### src/rtl/puc_pkg.sv
package puc_pkg;

	// sample depth codes
	localparam logic [2:0] DEPTH_1 = 3'd0;
	localparam logic [2:0] DEPTH_2 = 3'd1;
	localparam logic [2:0] DEPTH_4 = 3'd2;
	localparam logic [2:0] DEPTH_6 = 3'd3;
	localparam logic [2:0] DEPTH_8 = 3'd4;

	// configuration register indexes
	localparam logic [1:0] REG_DEPTH  = 2'd0;
	localparam logic [1:0] REG_INVERT = 2'd1;
	localparam logic [1:0] REG_ROWLEN = 2'd2;

	localparam logic [2:0]  DEPTH_RESET  = DEPTH_8;
	localparam logic [15:0] ROWLEN_RESET = 16'hFFFF;

	localparam int QDEPTH = 4;
	localparam int QAW    = $clog2(QDEPTH);

	typedef struct packed {
		logic [7:0] data;
		logic [3:0] width;
	} entry_t;

	typedef struct packed {
		logic   valid;
		entry_t entry;
	} head_t;

	function automatic logic [3:0] depth_bits(input logic [2:0] code);
		logic [3:0] w;
		case (code)
			DEPTH_1: w = 4'd1;
			DEPTH_2: w = 4'd2;
			DEPTH_4: w = 4'd4;
			DEPTH_6: w = 4'd6;
			default: w = 4'd8;
		endcase
		return w;
	endfunction

	function automatic logic [7:0] width_mask(input logic [3:0] w);
		logic [7:0] m;
		case (w)
			4'd1:    m = 8'h01;
			4'd2:    m = 8'h03;
			4'd4:    m = 8'h0F;
			4'd6:    m = 8'h3F;
			default: m = 8'hFF;
		endcase
		return m;
	endfunction

endpackage

### src/rtl/puc_front.sv
module puc_front (
	input  logic              clk,
	input  logic              arst_n,
	input  logic              in_valid,
	output logic              in_stall,
	input  logic [7:0]        packed_byte,
	input  logic [2:0]        depth_code,
	input  logic              pop,
	output puc_pkg::head_t    head
);

	puc_pkg::entry_t            mem_q [puc_pkg::QDEPTH];
	logic [puc_pkg::QAW-1:0]    wr_ptr_q;
	logic [puc_pkg::QAW-1:0]    rd_ptr_q;
	logic [puc_pkg::QAW:0]      count_q;
	logic                       push;
	logic                       full;
	puc_pkg::entry_t            new_entry;

	assign full      = (count_q == (puc_pkg::QAW+1)'(puc_pkg::QDEPTH));
	assign in_stall  = full;
	assign push      = in_valid && !full;

	// classify: tag each word with its sample width
	assign new_entry.data  = packed_byte;
	assign new_entry.width = puc_pkg::depth_bits(depth_code);

	assign head.valid = (count_q != '0);
	assign head.entry = mem_q[rd_ptr_q];

	always_ff @(posedge clk) begin
		if (push) begin
			mem_q[wr_ptr_q] <= new_entry;
		end
	end

	always_ff @(posedge clk or negedge arst_n) begin
		if (!arst_n) begin
			wr_ptr_q <= '0;
			rd_ptr_q <= '0;
			count_q  <= '0;
		end else begin
			if (push) begin
				wr_ptr_q <= wr_ptr_q + 1'b1;
			end
			if (pop) begin
				rd_ptr_q <= rd_ptr_q + 1'b1;
			end
			case ({push, pop})
				2'b10:   count_q <= count_q + 1'b1;
				2'b01:   count_q <= count_q - 1'b1;
				default: count_q <= count_q;
			endcase
		end
	end

endmodule

### src/rtl/puc_back.sv
module puc_back (
	input  logic              clk,
	input  logic              arst_n,
	input  puc_pkg::head_t    head,
	output logic              pop,
	input  logic              invert_samples,
	input  logic [15:0]       row_length,
	output logic              out_valid,
	input  logic              out_stall,
	output logic [7:0]        sample,
	output logic              last_of_byte,
	output logic              row_end
);

	logic [3:0]  lb_q;
	logic [2:0]  lc_q;
	logic [3:0]  rem_q;
	logic        first_q;
	logic [15:0] done_q;
	logic        valid_q;
	logic [7:0]  sample_q;
	logic        last_q;
	logic        rend_q;

	logic        six;
	logic [3:0]  lb_eff;
	logic [3:0]  lc_eff;
	logic [11:0] acc;
	logic [3:0]  bits;
	logic [3:0]  bits_n;
	logic [3:0]  sh;
	logic [7:0]  mask;
	logic [7:0]  raw;
	logic [7:0]  v;
	logic [16:0] next_cnt;
	logic [16:0] limit;
	logic        ended;
	logic        last;
	logic        slot_free;
	logic        fire;
	logic [4:0]  lmask;

	assign six    = (head.entry.width == 4'd6);
	assign lb_eff = six ? lb_q : 4'd0;
	assign lc_eff = six ? {1'b0, lc_q} : 4'd0;
	assign acc    = {lb_eff, head.entry.data};
	assign bits   = first_q ? (lc_eff + 4'd8) : rem_q;
	assign sh     = bits - head.entry.width;
	assign bits_n = sh;
	assign mask   = puc_pkg::width_mask(head.entry.width);
	assign raw    = 8'(acc >> sh) & mask;
	assign v      = invert_samples ? (mask - raw) : raw;

	// row length zero stands for 65536
	assign limit    = (row_length == 16'd0) ? 17'h10000 : {1'b0, row_length};
	assign next_cnt = {1'b0, done_q} + 17'd1;
	assign ended    = (next_cnt >= limit);
	assign last     = ended || (bits_n < head.entry.width);

	assign slot_free = !valid_q || !out_stall;
	assign fire      = head.valid && slot_free;
	assign pop       = fire && last;

	assign lmask = 5'((5'd1 << bits_n[2:0]) - 5'd1);

	always_ff @(posedge clk) begin
		if (fire) begin
			sample_q <= v;
			last_q   <= last;
			rend_q   <= ended;
		end
	end

	always_ff @(posedge clk or negedge arst_n) begin
		if (!arst_n) begin
			lb_q    <= '0;
			lc_q    <= '0;
			rem_q   <= '0;
			first_q <= 1'b1;
			done_q  <= '0;
			valid_q <= 1'b0;
		end else begin
			if (fire) begin
				valid_q <= 1'b1;
			end else if (!out_stall) begin
				valid_q <= 1'b0;
			end
			if (fire) begin
				done_q <= ended ? 16'd0 : next_cnt[15:0];
				if (last) begin
					first_q <= 1'b1;
					// held bits survive only a partial 6-bit sample
					if (ended || bits_n == 4'd0 || bits_n >= head.entry.width) begin
						lb_q <= '0;
						lc_q <= '0;
					end else begin
						lb_q <= acc[3:0] & lmask[3:0];
						lc_q <= bits_n[2:0];
					end
				end else begin
					first_q <= 1'b0;
					rem_q   <= bits_n;
				end
			end
		end
	end

	assign out_valid    = valid_q;
	assign sample       = sample_q;
	assign last_of_byte = last_q;
	assign row_end      = rend_q;

endmodule

### src/rtl/packed_sample_unpacker_unit.sv
// Packed sample unpacker: takes one packed word per accepted input and gives one unsigned
// sample per result word, at 1, 2, 4, 6 or 8 bits per sample, first sample in the high bits.
// One sample is delivered per cycle while out_stall is low, and a word gives as many samples
// as it holds: 1 at 8-bit depth, 1 or 2 at 6-bit, 2 at 4-bit, 4 at 2-bit and 8 at 1-bit depth
// (fewer where a row ends inside the word). A four-entry queue separates input acceptance
// from the sample extractor, so input words keep flowing while results wait, until it is full.
// Configuration (depth, inversion, row length) must be written only while idle (not checked).
module packed_sample_unpacker_unit (
	input  logic        clk,
	input  logic        arst_n,
	input  logic        cfg_we,
	input  logic [1:0]  cfg_index,
	input  logic [15:0] cfg_data,
	input  logic        in_valid,
	output logic        in_stall,
	input  logic [7:0]  packed_byte,
	output logic        out_valid,
	input  logic        out_stall,
	output logic [7:0]  sample,
	output logic        last_of_byte,
	output logic        row_end
);

	logic [2:0]      depth_code_q;
	logic            invert_q;
	logic [15:0]     row_length_q;
	logic            pop;
	puc_pkg::head_t  head;

	always_ff @(posedge clk or negedge arst_n) begin
		if (!arst_n) begin
			depth_code_q <= puc_pkg::DEPTH_RESET;
			invert_q     <= 1'b0;
			row_length_q <= puc_pkg::ROWLEN_RESET;
		end else if (cfg_we) begin
			case (cfg_index)
				puc_pkg::REG_DEPTH:  depth_code_q <= cfg_data[2:0];
				puc_pkg::REG_INVERT: invert_q     <= cfg_data[0];
				puc_pkg::REG_ROWLEN: row_length_q <= cfg_data;
				default: ;
			endcase
		end
	end

	puc_front u_front (
		.clk         (clk),
		.arst_n      (arst_n),
		.in_valid    (in_valid),
		.in_stall    (in_stall),
		.packed_byte (packed_byte),
		.depth_code  (depth_code_q),
		.pop         (pop),
		.head        (head)
	);

	puc_back u_back (
		.clk            (clk),
		.arst_n         (arst_n),
		.head           (head),
		.pop            (pop),
		.invert_samples (invert_q),
		.row_length     (row_length_q),
		.out_valid      (out_valid),
		.out_stall      (out_stall),
		.sample         (sample),
		.last_of_byte   (last_of_byte),
		.row_end        (row_end)
	);

endmodule
### config.mk
export PLATFORM = sky130hd
export DESIGN_NAME = packed_sample_unpacker_unit
export DESIGN_NICKNAME = d
export VERILOG_FILES = /design/src/rtl/puc_pkg.sv /design/src/rtl/puc_front.sv /design/src/rtl/puc_back.sv /design/src/rtl/packed_sample_unpacker_unit.sv
export SDC_FILE = /design/constraint.sdc
export NUM_CORES = 1
export LEC_CHECK = 0
export ABC_AREA = 0
export BUFFER_PORTS_ARGS = -buffer_cell sky130_fd_sc_hd__buf_2
export CORE_ASPECT_RATIO = 0.6
export CORE_MARGIN = 2
export CORE_UTILIZATION = 24
export CTS_CLUSTER_DIAMETER = 80
export DETAILED_ROUTE_END_ITERATION = 10
export PLACE_DENSITY_LB_ADDON = 0.2
export SLEW_MARGIN = 20
export SYNTH_ARGS = -nofsm -noshare
export SYNTH_HDL_FRONTEND = slang
export SYNTH_SLANG_ARGS = --single-unit
### constraint.sdc
create_clock -name clk -period 6.3 [get_ports clk]
set_clock_uncertainty 0.05 [all_clocks]
set_input_delay 0.315 -clock clk [delete_from_list [all_inputs] [get_ports clk]]
set_output_delay 0.315 -clock clk [all_outputs]
set_load 0.01 [all_outputs]
==> impl_results.md, run 1 <==
- Status: complete, but fails checks
- Failing checks: negative hold slack
- Final instance count without filler cells: roughly 890
- Syn nets: approximately 560
- Reg2Reg Depth: 20
- Vias per Instance: roughly 4.6
- Setup Fix Bufs, Post-CTS: 0
- Max_slew headroom: 42.8%
- DRC: 0
- Total number of yosys warnings: 0
- Site Rows: between 40 and 50
- Yosys cell types: 56
- Setup CP Type: flop to flop
- Worst EP required: roughly 6600 ps
- Num CTS Buffers: 17
- FMAX: 185 MHz
- Worst path cell trace: mux4_2 -> nand4bb_4 -> o22ai_1 -> inv_1 -> ha_1 -> fa_1 -> clkinv_1 -> ha_1 -> nor2b_1 -> o21ai_0 -> nand2b_1 -> a21oi_1 -> o21ai_2 -> inv_1 -> ha_1 -> inv_1 -> fa_1 -> xor2_1 -> nor2_1 -> xor2_1
- Initial antenna violation count: 0
- First DRT Iteration DRCs: 249
- Critical path launch point type: flop
- Max Transition Viols Final: 0
- Hold-fix buffers, CTS: 0
- Least-Margin Pin Slew: approximately 860 ps
- Post-synth EDFFs: just under 60
- Crit path largest cell delay: 650 ps
- Max Cap Viol: 0
- Placed cell count: 857
- Commonest non-fill, non-tap cell in the layout: edfxtp_1
- Clk Latency, worst-skew pair: ~420 ps
- Commonest cells after routing, fill and taps aside: 58 x edfxtp_1, 42 x buf_2, 38 x dfrtp_1
- First-pass GRT wire length: roughly 24,000 microns
- RSZ-0062 raised after global routing: false
- Worst setup EP type: flop
- Wirelength per Cell: between 15 and 20 microns
- Vias in the first global route: 4,040
- CP arrival: about 5700 ps
- Routed Antenna Nets: 0
- R2r setup slk: approximately 900 ps
- Number of I/O port buffers: 42
- Yosys reg bits: approximately 110
- Final HPWL DP: 10,900 microns
- Clk root buf: clkbuf_16
- Worst-path clk slew: 60 ps
- Avg Inst Size Synth: between 10 and 15 sq um
- Hold WS: -2.95 ps
- Post-synth ARST share: ~49%
- Post-synth top flop: edfxtp_1
- Final net count: 611
- GPL Wtd Cong: ~0.8
- Seq/Total Area, Yosys: between 50 and 60%
- N_diodes: 0
- TritonCTS clock tree: built
- Initial core utilization: around 24%
- Max Buffers Root-to-Sink: 2
- Core Region: between 0.02 and 0.03 sq mm
- Share of layout cells above drive strength 1: 26.8%
- Die area: between 0.02 and 0.03 sq mm
- Fin crit share: between 80% and 90%
- Die width: about 210 microns
- # setup viols final: 0
- Vias: 4,072
- Worst Hold Class: primary input to asynchronous set/reset pin
- Synth Instances: around 500
- Final hold viol count: 5
- CTS Sinks: between 100 and 150
- Largest net degree at the start of global routing: between 50 and 60
- CP max stage cell: mux4_2
- WL final: ~15,000 microns
- Area grow syn2layout: 18.7%
- Setup TNS: 0 ps
- I/O pins: 43
- Crit-path max FO: 15
- Mapped Area: just over 0.006 sq mm
- # resized after CTS: 0
- Die height: 128 microns
- Pre-Repair DR Iteration Count: 5
- All-Layer GR Usage: around an eighth
- Minimum clock period: roughly 5400 ps
- Total grt overflow: 0
- H-tree level count: 4
## layer usage
layer	routed length (microns)	part of all wire (%)	track usage [%]	up-vias
met5	0	0	0	-
met4	143	0.96	3.73	0
met3	766	5.2	3.20	10
met2	5540	37	14.7	83
met1	8410	57	19.0	2030
li1	-	-	-	1949
## worst max-delay path, delay by kind of cell, from the launching register on
| family | cells | cell delay, ps |
|---|---|---|
| muxes | 1 | 650 |
| AOI/OAI and AO/OA | 4 | 960 |
| and+or+nand+nor | 4 | 760 |
| DFF | 1 | 450 |
| xor gates and xnor gates | 2 | 330 |
| buffers and inverters | 4 | 470 |
| adders and majority gates | 5 | 1640 |
## worst paths after layout
kind                                       endpoint                start
worst max-delay path             u_front.count_q[2]  u_front.rd_ptr_q[0]
worst min-delay path             u_front.count_q[2]               arst_n
worst max register to register   u_front.count_q[2]  u_front.rd_ptr_q[0]
worst min register to register     u_back.out_valid     u_back.out_valid
max in group asynchronous           u_back.rem_q[3]               arst_n
min in group clk                u_front.mem_q[2][6]       packed_byte[2]
## through the flow
stage                     setup WS [ps]  cell area (sq um)  hold WS (ps)  utilization [%]
after CTS                           889               7350          20.2             29.0
after detailed placement            934               6780           438             26.8
final                               902               7350         -2.95             29.0
after floorplan                    1040               6190         -30.6                -
after global routing                511               7350          45.4             29.0
after global placement             1120               6780           431             26.8
## Yosys cell counts, types with 5 or more instances
cell / number / area, sq um
inv_1: 34 / 128
a22o_1: 14 / 123
nor2b_1: 6 / 37.5
a21o_1: 14 / 105
mux2_2: 26 / 293
o22ai_1: 5 / 31.3
ha_1: 31 / 388
edfxtp_1: 58 / 1740
o21ai_0: 21 / 105
nand2_1: 31 / 116
xnor2_1: 21 / 184
nor4_1: 5 / 31.3
nand3_1: 17 / 85.1
nor3_1: 8 / 40.0
a21oi_1: 9 / 45.0
dfrtp_1: 38 / 951
and2_1: 7 / 43.8
clkbuf_1: 12 / 45.0
mux2i_1: 12 / 120
xor2_1: 11 / 96.3
dfstp_2: 18 / 473
mux4_2: 14 / 315
nor2_1: 23 / 86.3
nand4_1: 6 / 37.5
## final cells by class
class                      count  area (sq um)
fill                        2592         18000
sequential                   114          3170
multi-input combinational    325          2780
clock buffer                  19           433
tap                          329           412
timing repair buffer          52           285
inverter                      37           140
clock inverter                13           138
## cell families (layout without fill, tap and decap cells)
kind of cell / count (synthesis) / in the layout / share of synthesized area [%]
compound gates: 86 / 86 / 9.86
flops: 114 / 114 / 51.1
fa+ha+maj: 33 / 33 / 6.91
xor+xnor: 33 / 33 / 4.91
buf+inv: 59 / 121 / 4.04
mux: 56 / 56 / 13.5
simple gates: 117 / 117 / 9.70
## flip-flops by register name (all words and copies together), names as in the netlist
register,count
u_front.rd_ptr_q,2
u_back.lb_q,4
u_back.first_q,1
u_front.count_q,3
u_back.out_valid,1
row_length_q,16
u_back.rem_q,4
u_back.sample,8
u_back.lc_q,3
invert_q,1
u_back.done_q,16
u_back.row_end,1
u_front.wr_ptr_q,2
depth_code_q,3
u_back.last_of_byte,1
u_front.mem_q,48
Power of run 1 is left out: the tool's default activity adds up to more than one toggle a clock period on the data nets, which glitch-free logic cannot reach.
==> inputs of run 2 (changes only) <==
- CORE_ASPECT_RATIO: 0.6 -> default
- GPL_TIMING_DRIVEN: default -> 0
==> run 2 against run 1 <==
The run now ends clean. Cell area increased by 0.99%. Setup slack worse by 420 ps. Sequential share of layout area shrank 0.42 points. Clock-buffer cell count shrank 2. First-iteration DRC count grew 2.4%. Wire length down 4.8%. Register-to-register slack worse by 420 ps. Via count fell by 0.56%. Hold slack better by 58 ps. Core utilization up 0.38 points.
==> impl_results.md, run 2 (same netlist as run 1, synthesis figures left out) <==
- Final instance count without filler cells: 902 (+1.5%)
- First-pass GRT wire length: 23,200 microns (-3.0%)
- FMAX: 172 MHz (-7.2%)
- Worst Hold Class: primary input to flop
- WL final: 14,100 microns (-4.8%)
- Vias: 4,049 (-0.56%)
- TritonCTS clock tree: built
- Die height: 165 microns (+28%)
- Initial antenna violation count: 0 (unchanged)
- Site Rows: 58 (+29%)
- Critical path launch point type: flop
- N_diodes: 0 (unchanged)
- Final net count: 623 (+2.0%)
- All-Layer GR Usage: 11.3% (-0.52 points)
- Total grt overflow: 0 (unchanged)
- Max Cap Viol: 0 (unchanged)
- Reg with most FFs: u_front.mem_q
- Worst path cell trace: buf_6 -> mux4_2 -> nand4bb_4 -> buf_2 -> o22ai_1 -> inv_1 -> ha_1 -> fa_1 -> clkinvlp_4 -> ha_1 -> nor2b_1 -> o21ai_0 -> nand2b_1 -> a21oi_1 -> o21ai_2 -> inv_1 -> ha_1 -> inv_1 -> fa_1 -> xor2_1 -> nor2_1 -> xor2_1
- Commonest cells after routing, fill and taps aside: 58 x edfxtp_1, 45 x buf_2, 38 x dfrtp_1
- Worst EP required: 6600 ps (about the same)
- CTS Sinks: 114 (unchanged)
- Final HPWL DP: 10,200 microns (-6.1%)
- Vias per Instance: 4.49 (-2.0%)
- Max Buffers Root-to-Sink: 2 (unchanged)
- Least-Margin Pin Slew: 743 ps (-115 ps)
- Num CTS Buffers: 17 (unchanged)
- Worst setup EP type: flop
- Clk Latency, worst-skew pair: 420 ps (about the same)
- DRC: 0 (unchanged)
- Crit path largest cell delay: 820 ps (+170 ps)
- # setup viols final: 0 (unchanged)
- Largest net degree at the start of global routing: 57 (unchanged)
- CP arrival: 6120 ps (+440 ps)
- CP top delay family: adder cells
- H-tree level count: 4 (unchanged)
- Worst-path clk slew: 60 ps (about the same)
- Fin crit share: 92.4% (+6.7 points)
- Routed Antenna Nets: 0 (unchanged)
- Placed cell count: 870 (+1.5%)
- Fillers: 2,607 (+0.58%)
- Final hold viol count: 0 (-5)
- Minimum clock period: 5820 ps (+420 ps)
- Crit-path max FO: 10 (-5)
- Setup CP Type: flop to flop
- Area grow syn2layout: 19.9%
- RSZ-0062 raised after global routing: false
- Initial core utilization: 24.5% (+0.080 points)
- Share of layout cells above drive strength 1: 27.1% (+0.31 points)
- Largest register FFs: 48 (unchanged)
- Vias in the first global route: 4,330 (+7.2%)
- GPL Wtd Cong: 0.840 (+5.5%)
- Clk root buf: clkbuf_16
- Fin util: 29.4% (+0.38 points)
- Die area: 0.0271 sq mm (-0.16%)
- I/O pins: 43 (unchanged)
- Max Transition Viols Final: 0 (unchanged)
- Pre-Repair DR Iteration Count: 4 (-1)
- Max_slew headroom: 50.5% (+7.7 points)
- Largest regs: u_front.mem_q: 48 flops, row_length_q: 16 flops, u_back.done_q: 16 flops
- Die width: 165 microns (-22%)
- CP max stage cell: fa_1
- Number of I/O port buffers: 42 (unchanged)
- Commonest non-fill, non-tap cell in the layout: edfxtp_1
- Wirelength per Cell: 15.7 microns (-6.2%)
- Status: finished clean
- First DRT Iteration DRCs: 255 (+2.4%)
- Worst path buffer plus inverter count: 6 (+2)
- Core Region: 0.0253 sq mm (-0.33%)
run 2: cell types whose count changed in the layout (fill, tap and decap cells not counted), moves of 3 or more:
| cell | before | now |
|---|---|---|
| buf_2 | 42 | 45 |
| buf_4 | 10 | 3 |
| clkbuf_1 | 2 | 9 |
| clkinv_2 | 4 | 1 |
| inv_6 | 2 | 7 |
| inv_8 | 0 | 4 |
run 2: cell type report:
type,count,area (sq um),share of cell area (%)
flip-flops and latches,114,3170,42.7
multi-input cells,325,2800,37.7
clock buffers,17,425,5.73
well taps,330,413,5.56
repair buffers,44,238,3.20
inverters,37,144,1.94
clock inverters,15,138,1.85
plain buffers,20,104,1.40
run 2: final timing paths:
path | startpoint | endpoint | slack [ps] | cells past startpoint
min reg2reg | u_back.out_valid | u_back.out_valid | 450 | 2
max in group asynchronous | arst_n | u_back.done_q[15] | 5250 | 2
max | u_front.rd_ptr_q[0] | u_front.count_q[2] | 480 | 22
max reg2reg | u_front.rd_ptr_q[0] | u_front.count_q[2] | 480 | 22
min in group asynchronous | arst_n | u_front.wr_ptr_q[0] | 470 | 2
min | packed_byte[7] | u_front.mem_q[3][11] | 50 | 1
run 2: through the flow:
stage	worst slack (ps)	setup TNS, ps	hold slack (ps)	cell area [sq um]
floorplan	1040	0	-30.6	6190
detailed placement	-33.7	-33.7	407	6820
global route	39.5	0	33.1	7420
global placement	-15.0	-15.0	427	6820
finish	482	0	54.8	7420
CTS	172	0	32.0	7400
run 2: what timing repair did:
item | 4_1_cts | 5_1_grt
gates resized for setup | 1 | 4
cloned | 0 | 0
endpoints found under the hold margin | 38 | 0
setup endpoints to repair | 1 | 2
setup buffers | 0 | 0
hold buffers | 1 | 0
run 2: worst register-to-register path, cell delays in order, from the launching register on:
cell	delay [ps]
dfrtp_1	340
buf_6	160
mux4_2	650
nand4bb_4	320
buf_2	230
o22ai_1	200
inv_1	70
ha_1	210
fa_1	820
clkinvlp_4	350
ha_1	360
nor2b_1	130
o21ai_0	150
nand2b_1	90
a21oi_1	280
o21ai_2	230
inv_1	110
ha_1	180
inv_1	60
fa_1	370
xor2_1	150
nor2_1	110
xor2_1	140
run 2: metal layers:
metal	global-route usage, %	vias up	wire length, microns	part of all wire (%)
li1	-	1974	-	-
met4	4.03	0	159	1.1
met1	14.9	1993	6680	47
met2	18.2	71	6770	48
met3	2.71	11	541	3.8
met5	0	-	0	0
Power of run 2 is left out for the same reason.
==> inputs of run 3 (changes only) <==
- CORE_MARGIN: 2 -> default
==> run 3 against run 2 <==
Flip-flop and latch count did not move. Core utilization barely moved. Critical path depth rose by 2. Hold slack improved by 7.5 ps. Register-to-register slack got worse by 90 ps. Maximum frequency fell by 1.6%. Sequential share of layout area barely moved. Setup slack got worse by 93 ps. Global-route usage rose by 0.066 points. Clock-buffer cell count did not move.
==> impl_results.md, run 3 (same netlist as run 1, synthesis figures left out) <==
- Worst Hold Class: primary input to flop
- Max Transition Viols Final: 0 (unchanged)
- CTS Sinks: 114 (unchanged)
- N_diodes: 0 (unchanged)
- Wirelength per Cell: 15.6 microns (-0.44%)
- Sequential cell area: 0.00317 sq mm (unchanged)
- Initial antenna violation count: 0 (unchanged)
- Status: finished clean
- Vias in the first global route: 4,252 (-1.8%)
- Max_slew headroom: 48.8% (-1.7 points)
- Minimum clock period: 5910 ps (+93.0 ps)
- Core Region: 0.0253 sq mm (unchanged)
- Commonest cells after routing, fill and taps aside: 58 x edfxtp_1, 45 x buf_2, 38 x dfrtp_1
- Total grt overflow: 0 (unchanged)
- Post-route cell area: 0.00742 sq mm (about the same)
- RSZ-0062 raised after global routing: false
- Site Rows: 58 (unchanged)
- Die area: 0.0264 sq mm (-2.4%)
- First DRT Iteration DRCs: 194 (-24%)
- Worst EP required: 6590 ps (about the same)
- H-tree level count: 4 (unchanged)
- Final hold viol count: 0 (unchanged)
- Routed Antenna Nets: 0 (unchanged)
- Clk Latency, worst-skew pair: 410 ps (about the same)
- Setup WS post-layout: 389 ps (-93.0 ps)
- Largest register FFs: 48 (unchanged)
- Reg with most FFs: u_front.mem_q
- Die height: 163 microns (-1.2%)
- Final HPWL DP: 10,200 microns (+0.17%)
- Worst-path clk slew: 60 ps (about the same)
- Dpl ws: -2.62 ps (+31.1 ps)
- Clk root buf: clkbuf_16
- Area grow syn2layout: 19.8% (about the same)
- DRC: 0 (unchanged)
- Area of the multi-input gates: 0.00280 sq mm (unchanged)
- Vias: 4,083 (+0.84%)
- Final net count: 623 (unchanged)
- Share of layout cells above drive strength 1: 26.9% (-0.17 points)
- Worst setup EP type: flop
- TritonCTS clock tree: built
- Vias per Instance: 4.53 (+0.84%)
- Critical path launch point type: flop
- CP arrival: 6200 ps (+80 ps)
- Largest regs: u_front.mem_q: 48 flops, row_length_q: 16 flops, u_back.done_q: 16 flops
- All-Layer GR Usage: 11.4% (+0.066 points)
- # setup viols final: 0 (unchanged)
- Setup CP Type: flop to flop
- GPL Wtd Cong: 0.836 (-0.51%)
- I/O pins: 43 (unchanged)
- FMAX: 169 MHz (-1.6%)
- Area post-placement: 0.00682 sq mm (unchanged)
- Setup Fix Bufs, Post-CTS: 0 (unchanged)
- Number of I/O port buffers: 42 (unchanged)
- Pre-Repair DR Iteration Count: 4 (unchanged)
- Setup TNS: 0 ps (unchanged)
- Die width: 163 microns (-1.2%)
- Commonest non-fill, non-tap cell in the layout: edfxtp_1
- Fin crit share: 93.8% (+1.5 points)
- Max Buffers Root-to-Sink: 2 (unchanged)
- Max Cap Viol: 0 (unchanged)
- Least-Margin Pin Slew: 768 ps (+24.9 ps)
- Initial core utilization: 24.5% (unchanged)
- First-pass GRT wire length: 22,900 microns (-1.5%)
- Largest net degree at the start of global routing: 57 (unchanged)
- WL final: 14,100 microns (-0.44%)
- Num CTS Buffers: 17 (unchanged)
- Fillers: 2,630 (+0.88%)
- Crit-path max FO: 10 (unchanged)
-- run 3: cell count changes in the layout (fill, tap and decap cells not counted) --
cell | previous run | this run
bufinv_16 | 0 | 1
inv_8 | 4 | 1
clkinvlp_4 | 4 | 2
clkinv_1 | 0 | 1
buf_8 | 1 | 0
clkinv_2 | 1 | 3
clkinv_4 | 1 | 3
clkbuf_2 | 1 | 2
inv_6 | 7 | 6
-- run 3: worst max-delay path, stage by stage (launching register included) --
cell and delay (ps):
dfrtp_1 340, buf_6 160, mux4_2 650, nand4bb_4 320, buf_2 240, o22ai_1 190, inv_1 70, ha_1 210
fa_1 460, xor2_4 260, inv_1 130, clkbuf_1 330, clkbuf_2 320, ha_1 280, o21ai_0 80, nand2b_1 90
a21oi_1 280, o21ai_2 230, inv_1 110, ha_1 180, inv_1 60, fa_1 370, xor2_1 150, nor2_1 110
xor2_1 160
-- run 3: stage by stage --
stage / util, % / cells / hold slack, ps
after detailed placement: 27.0 / 870 / 407
final: 29.4 / 902 / 62.2
after floorplan: - / 498 / -30.6
after global placement: 27.0 / 870 / 425
after CTS: 29.3 / 903 / 38.7
after global routing: 29.4 / 902 / 47.3
-- run 3: final timing paths --
kind / to / from / slack [ps] / cells after the start
max: u_front.count_q[2] / u_front.rd_ptr_q[0] / 390 / 24
min: u_back.out_valid / out_stall / 60 / 3
max reg2reg: u_front.count_q[2] / u_front.rd_ptr_q[0] / 390 / 24
min reg2reg: u_front.count_q[2] / u_front.count_q[2] / 440 / 1
max in group asynchronous: u_back.done_q[12] / arst_n / 5220 / 2
min in group asynchronous: depth_code_q[1] / arst_n / 480 / 2
-- run 3: per-layer routing --
metal	global-route usage, %	vias up	part of all wire, %
li1	-	1964	-
met5	0	-	0
met4	4.72	0	1.5
met1	15.1	2022	48
met3	2.39	16	3.3
met2	18.0	81	47
-- run 3: repair_timing --
action / 4_1_cts / 5_1_grt
setup endpoints to repair: 1 / 2
gates resized for setup: 1 / 3
hold buffers: 1 / 0
pin swaps: 0 / 0
endpoints found under the hold margin: 38 / 0
-- run 3: final cells by class --
cell class / count / area share (%)
sequential: 114 / 42.7
multi-input combinational: 325 / 37.7
clock buffer: 17 / 5.74
tap: 330 / 5.57
timing repair buffer: 43 / 3.00
clock inverter: 15 / 1.96
inverter: 37 / 1.89
buffer: 21 / 1.47
Power of run 3 is left out for the same reason.
